<file path="src/rtl/assert_macros.svh">
// Assertion macros shared by the RTL. Empty when synthesizing.
`ifndef ASSERT_MACROS_SVH
`define ASSERT_MACROS_SVH

`ifndef SYNTHESIS
// Property must hold at every clock edge outside reset.
`define ASSERT_ALWAYS(lbl, expr) \
  lbl: assert property (@(posedge clk) disable iff (rst) (expr)) \
    else $error("assertion failed: invariant");
// Antecedent on this edge implies consequent on the next one.
`define ASSERT_NEXT(lbl, ante, cons) \
  lbl: assert property (@(posedge clk) disable iff (rst) (ante) |=> (cons)) \
    else $error("assertion failed: next-cycle implication");
`else
`define ASSERT_ALWAYS(lbl, expr)
`define ASSERT_NEXT(lbl, ante, cons)
`endif

`endif

</file>
<file path="src/rtl/skf_pkg.sv">
package skf_pkg;

  localparam int SampleW   = 24;
  localparam int EstW      = 40;
  localparam int GainW     = 17;
  localparam int VarW      = 32;
  localparam int CfgIdxW   = 8;
  localparam int InDataW   = 24;
  localparam int OutDataW  = 96;
  localparam int PredW     = 33;
  localparam int SumW      = 34;
  localparam int DiffW     = 41;
  localparam int NumW      = 50;
  localparam int ProdW     = 43;
  localparam int AccW      = 60;
  localparam int DeltaW    = 44;
  localparam int DivSteps  = 17;
  localparam int CntW      = 5;

  localparam logic [VarW-1:0]    ProcNoiseRst = 32'd655;
  localparam logic [VarW-1:0]    MeasNoiseRst = 32'd65536;
  localparam logic [GainW-1:0]   GainOne      = 17'd65536;
  localparam logic [CfgIdxW-1:0] RegProcNoise = 8'd0;
  localparam logic [CfgIdxW-1:0] RegMeasNoise = 8'd1;

  // multiplier operand select
  localparam logic [1:0] MulDiffLo = 2'd0;
  localparam logic [1:0] MulDiffHi = 2'd1;
  localparam logic [1:0] MulPredLo = 2'd2;
  localparam logic [1:0] MulPredHi = 2'd3;

  // accumulator operation
  localparam logic [1:0] AccHold  = 2'd0;
  localparam logic [1:0] AccLoad  = 2'd1;
  localparam logic [1:0] AccAddHi = 2'd2;

  typedef struct packed {
    logic       load;
    logic       prep;
    logic       div_init;
    logic       div_step;
    logic       gain_set;
    logic       mul_en;
    logic [1:0] mul_sel;
    logic [1:0] acc_op;
    logic       delta_set;
    logic       est_set;
    logic       var_set;
    logic       commit;
  } cmd_t;

  typedef struct packed {
    logic out_free;
  } status_t;

endpackage

</file>
<file path="src/rtl/skf_ctrl.sv">
module skf_ctrl (
  input  logic             clk,
  input  logic             rst,
  input  logic             s_tvalid,
  output logic             s_tready,
  input  skf_pkg::status_t status,
  output skf_pkg::cmd_t    cmd
);

  localparam logic [3:0] StIdle = 4'd0;
  localparam logic [3:0] StPrep = 4'd1;
  localparam logic [3:0] StInit = 4'd2;
  localparam logic [3:0] StDiv  = 4'd3;
  localparam logic [3:0] StGain = 4'd4;
  localparam logic [3:0] StM0   = 4'd5;
  localparam logic [3:0] StM1   = 4'd6;
  localparam logic [3:0] StM2   = 4'd7;
  localparam logic [3:0] StM3   = 4'd8;
  localparam logic [3:0] StM4   = 4'd9;
  localparam logic [3:0] StM5   = 4'd10;
  localparam logic [3:0] StDone = 4'd11;

  logic [3:0]               state;
  logic [3:0]               state_next;
  logic [skf_pkg::CntW-1:0] cnt;

  assign s_tready = (state == StIdle);

  always_comb begin
    state_next = state;
    cmd = '0;
    cmd.mul_sel = skf_pkg::MulDiffLo;
    cmd.acc_op = skf_pkg::AccHold;
    unique case (state)
      StIdle: begin
        if (s_tvalid) begin
          cmd.load = 1'b1;
          state_next = StPrep;
        end
      end
      StPrep: begin
        cmd.prep = 1'b1;
        state_next = StInit;
      end
      StInit: begin
        cmd.div_init = 1'b1;
        state_next = StDiv;
      end
      StDiv: begin
        cmd.div_step = 1'b1;
        if (cnt == '0) state_next = StGain;
      end
      StGain: begin
        cmd.gain_set = 1'b1;
        state_next = StM0;
      end
      StM0: begin
        cmd.mul_en = 1'b1;
        cmd.mul_sel = skf_pkg::MulDiffLo;
        state_next = StM1;
      end
      StM1: begin
        cmd.mul_en = 1'b1;
        cmd.mul_sel = skf_pkg::MulDiffHi;
        cmd.acc_op = skf_pkg::AccLoad;
        state_next = StM2;
      end
      StM2: begin
        cmd.mul_en = 1'b1;
        cmd.mul_sel = skf_pkg::MulPredLo;
        cmd.acc_op = skf_pkg::AccAddHi;
        state_next = StM3;
      end
      StM3: begin
        cmd.mul_en = 1'b1;
        cmd.mul_sel = skf_pkg::MulPredHi;
        cmd.acc_op = skf_pkg::AccLoad;
        cmd.delta_set = 1'b1;
        state_next = StM4;
      end
      StM4: begin
        cmd.acc_op = skf_pkg::AccAddHi;
        cmd.est_set = 1'b1;
        state_next = StM5;
      end
      StM5: begin
        cmd.var_set = 1'b1;
        state_next = StDone;
      end
      StDone: begin
        if (status.out_free) begin
          cmd.commit = 1'b1;
          state_next = StIdle;
        end
      end
      default: state_next = StIdle;
    endcase
  end

  always_ff @(posedge clk) begin
    if (rst) begin
      state <= StIdle;
      cnt <= '0;
    end else begin
      state <= state_next;
      if (state == StInit) begin
        cnt <= skf_pkg::CntW'(skf_pkg::DivSteps - 1);
      end else if (state == StDiv) begin
        cnt <= cnt - 1'b1;
      end
    end
  end

endmodule

</file>
<file path="src/rtl/skf_dp.sv">
module skf_dp (
  input  logic                          clk,
  input  logic                          rst,
  input  skf_pkg::cmd_t                 cmd,
  output skf_pkg::status_t              status,
  input  logic [skf_pkg::InDataW-1:0]   s_tdata,
  input  logic                          cfg_valid,
  input  logic [skf_pkg::CfgIdxW-1:0]   cfg_index,
  input  logic [skf_pkg::VarW-1:0]      cfg_data,
  output logic                          m_tvalid,
  input  logic                          m_tready,
  output logic [skf_pkg::OutDataW-1:0]  m_tdata
);

  localparam int PadW = skf_pkg::OutDataW - skf_pkg::EstW - skf_pkg::GainW - skf_pkg::VarW;

  logic [skf_pkg::VarW-1:0]           proc_noise;
  logic [skf_pkg::VarW-1:0]           meas_noise;
  logic signed [skf_pkg::EstW-1:0]    est;
  logic [skf_pkg::VarW-1:0]           var_q;

  logic signed [skf_pkg::SampleW-1:0] smp;
  logic [skf_pkg::PredW-1:0]          pred;
  logic [skf_pkg::SumW-1:0]           sum;
  logic signed [skf_pkg::DiffW-1:0]   diff;
  logic [skf_pkg::SumW-1:0]           rem;
  logic [skf_pkg::GainW-1:0]          quo;
  logic [skf_pkg::GainW-1:0]          gain;
  logic signed [skf_pkg::ProdW-1:0]   prod;
  logic signed [skf_pkg::AccW-1:0]    acc;
  logic signed [skf_pkg::DeltaW-1:0]  delta;
  logic signed [skf_pkg::EstW-1:0]    est_new;
  logic [skf_pkg::VarW-1:0]           var_new;

  logic [skf_pkg::NumW-1:0]           num;
  logic [skf_pkg::SumW:0]             trial;
  logic                               fits;
  logic [skf_pkg::GainW-1:0]          gain_c;
  logic [skf_pkg::GainW-1:0]          inv_gain;
  logic signed [skf_pkg::GainW:0]     mul_a;
  logic signed [24:0]                 mul_b;
  logic signed [skf_pkg::AccW-1:0]    prod_ext;
  logic signed [skf_pkg::AccW-1:0]    acc_rnd;
  logic signed [skf_pkg::EstW+4:0]    est_sum;
  logic [skf_pkg::DeltaW-1:0]         var_full;

  assign status.out_free = !m_tvalid || m_tready;

  // gain numerator: P * 2^16 + S / 2, round half up
  assign num = {1'b0, pred, 16'b0} + skf_pkg::NumW'(sum[skf_pkg::SumW-1:1]);
  assign trial = {rem, quo[skf_pkg::GainW-1]};
  assign fits = (trial >= {1'b0, sum});

  always_comb begin
    if (sum == '0) begin
      gain_c = '0;
    end else if (quo > skf_pkg::GainOne) begin
      gain_c = skf_pkg::GainOne;
    end else begin
      gain_c = quo;
    end
  end

  assign inv_gain = skf_pkg::GainOne - gain;

  always_comb begin
    mul_a = (cmd.mul_sel == skf_pkg::MulPredLo || cmd.mul_sel == skf_pkg::MulPredHi) ?
            {1'b0, inv_gain} : {1'b0, gain};
    unique case (cmd.mul_sel)
      skf_pkg::MulDiffLo: mul_b = {1'b0, diff[23:0]};
      skf_pkg::MulDiffHi: mul_b = {{8{diff[skf_pkg::DiffW-1]}}, diff[skf_pkg::DiffW-1:24]};
      skf_pkg::MulPredLo: mul_b = {1'b0, pred[23:0]};
      default:            mul_b = {16'b0, pred[skf_pkg::PredW-1:24]};
    endcase
  end

  assign prod_ext = {{(skf_pkg::AccW - skf_pkg::ProdW){prod[skf_pkg::ProdW-1]}}, prod};
  assign acc_rnd  = acc + skf_pkg::AccW'(32768);
  assign est_sum  = {{5{est[skf_pkg::EstW-1]}}, est} + {delta[skf_pkg::DeltaW-1], delta};
  assign var_full = acc_rnd[skf_pkg::AccW-1:16];

  always_ff @(posedge clk) begin
    if (rst) begin
      proc_noise <= skf_pkg::ProcNoiseRst;
      meas_noise <= skf_pkg::MeasNoiseRst;
      est <= '0;
      var_q <= '0;
      m_tvalid <= 1'b0;
    end else begin
      if (cfg_valid) begin
        if (cfg_index == skf_pkg::RegProcNoise) proc_noise <= cfg_data;
        if (cfg_index == skf_pkg::RegMeasNoise) meas_noise <= cfg_data;
      end
      if (cmd.commit) begin
        est <= est_new;
        var_q <= var_new;
        m_tvalid <= 1'b1;
      end else if (m_tready) begin
        m_tvalid <= 1'b0;
      end
    end
  end

  always_ff @(posedge clk) begin
    if (cmd.load) begin
      smp  <= s_tdata[skf_pkg::SampleW-1:0];
      pred <= {1'b0, var_q} + {1'b0, proc_noise};
    end
    if (cmd.prep) begin
      sum  <= {1'b0, pred} + {2'b0, meas_noise};
      diff <= {smp[skf_pkg::SampleW-1], smp, 16'b0} - {est[skf_pkg::EstW-1], est};
    end
    if (cmd.div_init) begin
      rem <= {1'b0, num[skf_pkg::NumW-1:skf_pkg::DivSteps]};
      quo <= num[skf_pkg::DivSteps-1:0];
    end else if (cmd.div_step) begin
      // restoring step; quotient bits shift in from below
      rem <= fits ? skf_pkg::SumW'(trial - {1'b0, sum}) : trial[skf_pkg::SumW-1:0];
      quo <= {quo[skf_pkg::GainW-2:0], fits};
    end
    if (cmd.gain_set) gain <= gain_c;
    if (cmd.mul_en) prod <= mul_a * mul_b;
    unique case (cmd.acc_op)
      skf_pkg::AccLoad:  acc <= prod_ext;
      skf_pkg::AccAddHi: acc <= acc + {prod_ext[skf_pkg::AccW-25:0], 24'b0};
      default:           acc <= acc;
    endcase
    if (cmd.delta_set) delta <= acc_rnd[skf_pkg::AccW-1:16];
    if (cmd.est_set) begin
      if (est_sum[skf_pkg::EstW+4:skf_pkg::EstW-1] == '0 ||
          est_sum[skf_pkg::EstW+4:skf_pkg::EstW-1] == '1) begin
        est_new <= est_sum[skf_pkg::EstW-1:0];
      end else if (est_sum[skf_pkg::EstW+4]) begin
        est_new <= {1'b1, {(skf_pkg::EstW-1){1'b0}}};
      end else begin
        est_new <= {1'b0, {(skf_pkg::EstW-1){1'b1}}};
      end
    end
    if (cmd.var_set) begin
      var_new <= (var_full[skf_pkg::DeltaW-1:skf_pkg::VarW] != '0) ? '1 :
                 var_full[skf_pkg::VarW-1:0];
    end
    if (cmd.commit) begin
      m_tdata <= {{PadW{1'b0}}, var_new, gain, est_new};
    end
  end

endmodule

</file>
<file path="src/rtl/scalar_kalman_filter_unit.sv">
// Scalar Kalman filter: one result beat per sample beat.
// A new sample is taken only after the result of the previous one is loaded into the
// output register, and that load waits while the register still holds an unread result;
// each sample runs the 17-step restoring gain divider and then the shared-multiplier states.
// Reset (rst, synchronous): estimate and variance clear to zero, noise registers
// return to Q = 655 and R = 65536; the output register empties.
`include "assert_macros.svh"

module scalar_kalman_filter_unit (
  input  logic                          clk,
  input  logic                          rst,
  input  logic                          s_tvalid,
  output logic                          s_tready,
  input  logic [skf_pkg::InDataW-1:0]   s_tdata,   // [23:0] sample
  output logic                          m_tvalid,
  input  logic                          m_tready,
  output logic [skf_pkg::OutDataW-1:0]  m_tdata,   // [39:0] estimate, [56:40] gain,
                                                   // [88:57] variance, rest zero
  input  logic                          cfg_valid,
  output logic                          cfg_ready,
  input  logic [skf_pkg::CfgIdxW-1:0]   cfg_index,
  input  logic [skf_pkg::VarW-1:0]      cfg_data
);

  skf_pkg::cmd_t    cmd;
  skf_pkg::status_t status;

  assign cfg_ready = 1'b1;

  skf_ctrl u_ctrl (
    .clk      (clk),
    .rst      (rst),
    .s_tvalid (s_tvalid),
    .s_tready (s_tready),
    .status   (status),
    .cmd      (cmd)
  );

  skf_dp u_dp (
    .clk       (clk),
    .rst       (rst),
    .cmd       (cmd),
    .status    (status),
    .s_tdata   (s_tdata),
    .cfg_valid (cfg_valid),
    .cfg_index (cfg_index),
    .cfg_data  (cfg_data),
    .m_tvalid  (m_tvalid),
    .m_tready  (m_tready),
    .m_tdata   (m_tdata)
  );

  // one sample in flight at a time
  `ASSERT_NEXT(a_one_in_flight, s_tvalid && s_tready, !s_tready)
  // reported gain never exceeds one
  `ASSERT_ALWAYS(a_gain_range, !m_tvalid || (m_tdata[56:40] <= skf_pkg::GainOne))
  // a result is only loaded when the output register can take it
  `ASSERT_ALWAYS(a_no_overwrite, !cmd.commit || status.out_free)

endmodule
</file>
<file path="config.mk">
export PLATFORM = sky130hd
export DESIGN_NAME = scalar_kalman_filter_unit
export DESIGN_NICKNAME = d
export VERILOG_FILES = /design/src/rtl/skf_pkg.sv /design/src/rtl/skf_ctrl.sv /design/src/rtl/skf_dp.sv /design/src/rtl/scalar_kalman_filter_unit.sv
export VERILOG_INCLUDE_DIRS = /design/src /design/src/rtl
export SDC_FILE = /design/constraint.sdc
export NUM_CORES = 2
export LEC_CHECK = 0
export BUFFER_PORTS_ARGS = -buffer_cell sky130_fd_sc_hd__buf_4
export CELL_PAD_IN_SITES_DETAIL_PLACEMENT = 0
export CELL_PAD_IN_SITES_GLOBAL_PLACEMENT = 1
export CORE_MARGIN = 10
export CORE_UTILIZATION = 45
export DETAILED_ROUTE_END_ITERATION = 12
export GPL_ROUTABILITY_DRIVEN = 0
export GPL_TIMING_DRIVEN = 0
export PLACE_DENSITY_LB_ADDON = 0.1
export SLEW_MARGIN = 25
export SYNTH_ARGS = -nofsm -noshare
export SYNTH_HDL_FRONTEND = slang
export SYNTH_SLANG_ARGS = --single-unit
</file>
<file path="constraint.sdc">
create_clock -name clk -period 19.2 [get_ports clk]
set_input_delay 3.84 -clock clk [delete_from_list [all_inputs] [get_ports clk]]
set_output_delay 3.84 -clock clk [all_outputs]
set_load 0.03 [all_outputs]
</file>
## After elaboration in Yosys (flattened, before gate mapping)

Cells that the tools add are included.

| word-level totals | value |
|---|---|
| bits in registers | 654 |
| input bits | 69 |
| output and inout bits | 99 |
| logic and storage cells | 111 |

| operators by class | value |
|---|---|
| $add $sub $neg | 10 |
| multipliers | 1 |
| order comparisons | 2 |
| equality and inequality tests | 21 |
| mux-type cells | 32 |
| reduce and logical (&&, ||, !) cells | 22 |

Operators by type and width:

| kind | count |
|---|---|
| $pmux 60 s2 | 1 |
| $mux 40 | 2 |
| $pmux 25 s3 | 1 |
| $mux 17 | 4 |
| $mux 33 | 2 |
| $add 60x17->60 const B | 1 |
| $add 60x60->60 | 1 |
| $add 49x33->50 | 1 |
| $pmux 4 s12 | 1 |
| $add 40x44->45 | 1 |
| $mul 18x25->43 | 1 |
| $sub 40x40->41 | 1 |
| $ge 35x34->1 | 1 |
| $add 33x32->34 | 1 |
| $logic_not 34->1 | 1 |
| $mux 34 | 1 |
| $sub 34x34->34 | 1 |
| $add 32x32->33 | 1 |
| $gt 17x17->1 const B | 1 |
| $sub 17x17->17 const A | 1 |
| $eq 4x3->1 const B | 4 |
| $eq 4x4->1 const B | 4 |
| $mux 1 | 13 |
| $mux 4 | 3 |
| 24 further kinds | 39 |

## Longest topological paths before layout

| depth | value |
|---|---|
| depth after elaboration | 6 |
| depth in mapped cells | 34 |
| depth with buffers taken out | 31 |

## Hierarchy

Synthesis repeated with hierarchy kept, for this count alone.

| second synthesis, totals | value |
|---|---|
| cells, all modules | 5,063 |
| area total of the unflattened synthesis | 50,460.9 µm² |

Modules (own cells, without submodules):

| module | instances | cells each | area an instance (µm²) | seq. area each (µm²) |
|---|---|---|---|---|
| skf_dp | 1 | 4,977 | 49,791.5 | 17,536.8 |
| skf_ctrl | 1 | 84 | 658.1 | 180.2 |
| scalar_kalman_filter_unit | 1 | 2 | 11.3 | 0.0 |

## Worst setup path before layout

OpenSTA, ideal clock, no wires.

| path | value |
|---|---|
| path type | flip-flop to flip-flop |
| start point | register u_ctrl.state[3] |
| end point | register u_dp.prod[42] (netlist bit), data pin |
| library setup time | 0.260 ns |
| data arrival time | 8.496 ns |
| required time | 18.940 ns |
| path slack | 10.444 ns |
| stages on the path, launching flop included | 29 |
| buffers on the path | 2 |
| clock period less this slack | 8.756 ns |
| path through | dfxtp_1 clkbuf_1 nor2b_1 nand2_1 inv_1 nor2_1 a21oi_1 xnor2_1 clkbuf_1 nor2_1 fa_1 fa_1 fa_1 fa_1 fa_1 inv_1 fa_1 inv_1 ha_1 a21o_1 a21o_1 a21o_1 a21oi_1 o221ai_1 o21bai_1 and4_1 o31a_1 nor2_1 xnor2_1 |

| on the way | value |
|---|---|
| longest elaborated chain between the ends | 6 |
| elaborated cells between the ends (all ways) | 13 |
| those cells by class | mul: 1; eq/ne: 7; mux: 3; reduce/logical: 2 |

RTL lines:

| what | RTL line | source |
|---|---|---|
| from (decl) | skf_ctrl.sv:23 | `logic [3:0] state;` |
| from (signal assigned) | skf_ctrl.sv:102 | `state <= StIdle;` |
| from (signal assigned) | skf_ctrl.sv:105 | `state <= state_next;` |
| $eq 4x4->1 or $eq 4x3->1 (tied branches) | skf_ctrl.sv:34 | `unique case (state)` |
| $pmux 3 s4 (*) | skf_ctrl.sv:34 |  |
| $eq 2x2->1 (on tied branches) | skf_dp.sv:67, skf_dp.sv:69 |  |
| $logic_or 1x1->1 | skf_dp.sv:67 | `mul_a = (cmd.mul_sel == skf_pkg::MulPredLo \|\| cmd.mul_sel == skf_pkg::MulPredHi) ?` |
| $mux 17 | skf_dp.sv:67 |  |
| $mul 18x25->43 (*) | skf_dp.sv:122 | `if (cmd.mul_en) prod <= mul_a * mul_b;` |
| to (signal assigned) | skf_dp.sv:122 |  |
| to (decl) | skf_dp.sv:29 | `logic signed [skf_pkg::ProdW-1:0] prod;` |

Every way passes the cells marked *; elsewhere a longest branch is shown, timed or not.
A chain may end at the register's enable or synchronous reset.

## Worst setup path after layout

| path | value |
|---|---|
| start point | register u_ctrl.state[1] |
| end point | register u_dp.prod[42] (netlist bit), data pin |

Same word-level chain as after synthesis.

==> out/summary.txt <==
clock sinks = 639
Post-synth EDFFs = 492
number of global-route vias before repair = 38700
required time reported for the critical path endpoint = 19.56 ns
# DRC = 0
Core ar. = 111000 um^2
minimum clock period = 10.45 ns
met1 track demand over resource = 35.2%
top cell type by total area after synthesis = sky130_fd_sc_hd__edfxtp_1
vias per inst = 5.55
crit path max-delay cell type = sky130_fd_sc_hd__nor2_1
top fanout value on the critical path = 46
Peak VDD IR = 0.000173 V
Hold Path Class = reg2reg
# IOs = 168
part of the total power dissipated in combinational logic = 52.5%
synthesized instance count = 5274
wire length of the first global-routing pass = 248 mm
Internal Pwr Total = 0.00396 W
cell chosen for the clock root = sky130_fd_sc_hd__clkbuf_16
CTS buffer count = 77
initial core utilization = 45.5%
count of buffers added by post-CTS timing repair for setup = 0
Fill cells = 10700
cell area after synthesis = 50600 um^2
all-layer global routing usage = 25.8%
met3 capacity usage during global routing = 3.75%
Net Sw Power = 0.00285 W
Max H-tree Level = 3
Max Freq = 95.7 MHz
Post-Place Cell Area = 54200 um^2
first drt pass iteration count = 6
leakage power summed over all cells = 23.7 nW
antenna violations before repair = 2
Final Skew = 0.0464 ns
row count = 122
detailed router's first-iteration violation count = 3113
Post-synth top flop = sky130_fd_sc_hd__edfxtp_1
grt peak-use layer = met2
post-synthesis to final-layout area growth = 12.3%
clock transition at the registers of the reported paths = 0.07 ns
routed vias = 39400
worst setup path class = reg2reg
CP dominant cell by count = sky130_fd_sc_hd__fa_1
Final #Nets = 6360
tightest slew margin relative to the limit = 27.7%
Final Max Tran Viols = 0
setup violation total in the final timing report = 0
Yosys warning count = 0
result of the run = completed
floorplan die area = 126000 um^2
switching power as a share of total power = 41.9%
number of violations of the max-capacitance limit = 0
estimated wirelength of the detail-placed design = 135 mm
number of buffers inserted for hold repair after clock tree synthesis = 0
Port Buf Inserts = 158
most frequent cells in the layout = sky130_fd_sc_hd__nand2_1 (727), sky130_fd_sc_hd__inv_1 (664), sky130_fd_sc_hd__edfxtp_1 (492)
part of the cycle the worst path needs = 54.4%
delay contributed by the slowest stage of the critical path = 0.85 ns
setup repair after global routing missed its margin = false
sequential share of the synthesized area = 35.0%
vertical extent of the die = 355 um
sum of routed wire length over all layers = 165 mm
Yosys cell types = 91
total power divided by cell area = 120 nW/um^2
share of flip-flops with an asynchronous set or reset = 0%
maximum buffer depth of the clock tree = 3
most common cell after layout, fill and taps aside = sky130_fd_sc_hd__nand2_1
ranking of synthesized cells by area = sky130_fd_sc_hd__edfxtp_1 (29%), sky130_fd_sc_hd__fa_1 (17%), sky130_fd_sc_hd__ha_1 (8.1%), sky130_fd_sc_hd__dfxtp_1 (5.8%), sky130_fd_sc_hd__nand2_1 (5.4%)
Detail Route Antenna Nets = 0
Setup TNS Final = 0 ns
Worst setup SP type = flop
register bit count reported by yosys = 639
largest net degree at the start of global routing = 51
fraction of power consumed by the clock network = 21.8%
fraction of post-synthesis cell area in the top cell type by area = 29.2%
global-route met2 utilization = 42.4%
Post-CTS Resized = 0
hold violation total from the final report = 0
mean instance size in the synthesized netlist = 9.59 um^2
arrival time at the worst endpoint = 10.81 ns
share of layout cells above drive strength 1 = 7.56%
clk_lat worst skew = 0.67 ns
remaining global-route overflow = 0
post-detailed-route wirelength per cell = 23.3 um
slew at the pin closest to its max-slew limit = 1.08 ns
chip width = 355 um
TritonCTS clock tree = yes
critical path endpoint category = flop
final instance area = 56800 um^2
fraction of power consumed by sequential logic = 25.7%
## power by group through the flow
stage	clock [W]	combinational, W	sequential [W]
finish	0.00148	0.00357	0.00175
global route	0.00157	0.00398	0.00175
CTS	0.00151	0.00359	0.00175
detailed placement	0	0.00355	0.00178
global placement	0	0.00354	0.00178
floorplan	0	0.00252	0.00175
## layout make-up
type / count / area, um^2 / share of cell area (%)
tap: 1488 / 1860 / 3.28
antenna: 3 / 7.51 / 0.0132
inverter: 668 / 2510 / 4.42
timing repair buffer: 181 / 1520 / 2.68
sequential: 639 / 17700 / 31.2
clock inverter: 57 / 599 / 1.06
multi-input combinational: 3779 / 29800 / 52.4
clock buffer: 87 / 1980 / 3.49
buffer: 194 / 821 / 1.45
## synth_stat cells (all sizes together), types with 18 or more instances
cell,number
nor3,74
xnor2,191
nand2b,60
o21a,45
nor2,391
xor2,109
a31oi,29
and3,41
ha,329
o21ai,218
nor2b,47
edfxtp,492
nand3,81
o21bai,39
clkbuf,164
dfxtp,147
and4,20
inv,668
nand2,727
o31ai,21
buf,30
a21oi,401
nor4,28
nand4,40
and2,51
a22oi,20
or3,19
a211oi,46
o211ai,18
fa,422
a21o,106
## flip-flops by register name, summed over array words and instances, names as in the netlist, 24 cells and up
register,count
u_dp.meas_noise,32
u_dp.prod,43
u_dp.var_q,32
u_dp.acc,45
u_dp.pred,33
u_dp.m_tdata,89
u_dp.est_new,40
u_dp.delta,44
u_dp.diff,41
u_dp.est,40
u_dp.var_new,32
u_dp.proc_noise,32
u_dp.rem,34
u_dp.sum,34
u_dp.smp,24
## kinds of logic after synthesis
family | share of synthesized area, %
XOR/XNOR | 5.20
adder cells (fa/ha/maj) | 24.9
buffers and inverters | 6.57
multiplexers | 0.493
flip-flops | 35.0
AO/OA/AOI/OAI | 13.5
other | 0.0149
AND/OR/NAND/NOR | 14.4
## final timing paths
path	cells after the start	startpoint	end	slack, ns
worst max-delay path	30	u_ctrl.state[1]	u_dp.prod[42]	8.75
worst min register to register	0	u_dp.est_new[33]	u_dp.m_tdata[33]	0.44
worst min-delay path	0	u_dp.est_new[33]	u_dp.m_tdata[33]	0.44
worst max register to register	30	u_ctrl.state[1]	u_dp.prod[42]	8.75
## worst max-delay path, delay by kind of cell (launching register included)
family | cells | cell delay (ns)
adders and majority gates | 7 | 3.72
DFF | 1 | 0.31
xor gates and xnor gates | 2 | 0.80
and+or+nand+nor | 7 | 1.80
AOI/OAI and AO/OA | 7 | 1.83
buffers and inverters | 7 | 1.70
## layer usage
layer / wire length (um) / vias to the layer above
met5: 0 / -
met4: 5230 / 0
met3: 10700 / 229
met2: 77900 / 1213
met1: 71300 / 19500
li1: - / 18400
## stage by stage
step	util, %	setup WS, ns	std cells	hold WS [ns]	total power (W)
after floorplan	-	10.44	5280	0.424	0.00426
after global placement	48.3	7.32	6926	0.433	0.00533
after detailed placement	48.8	8.79	6949	0.433	0.00533
after CTS	51.1	8.74	7093	0.447	0.00685
after global routing	51.1	8.17	7093	0.456	0.00730
final	51.1	8.75	7096	0.444	0.00681
(Power assumes the default switching activity.)
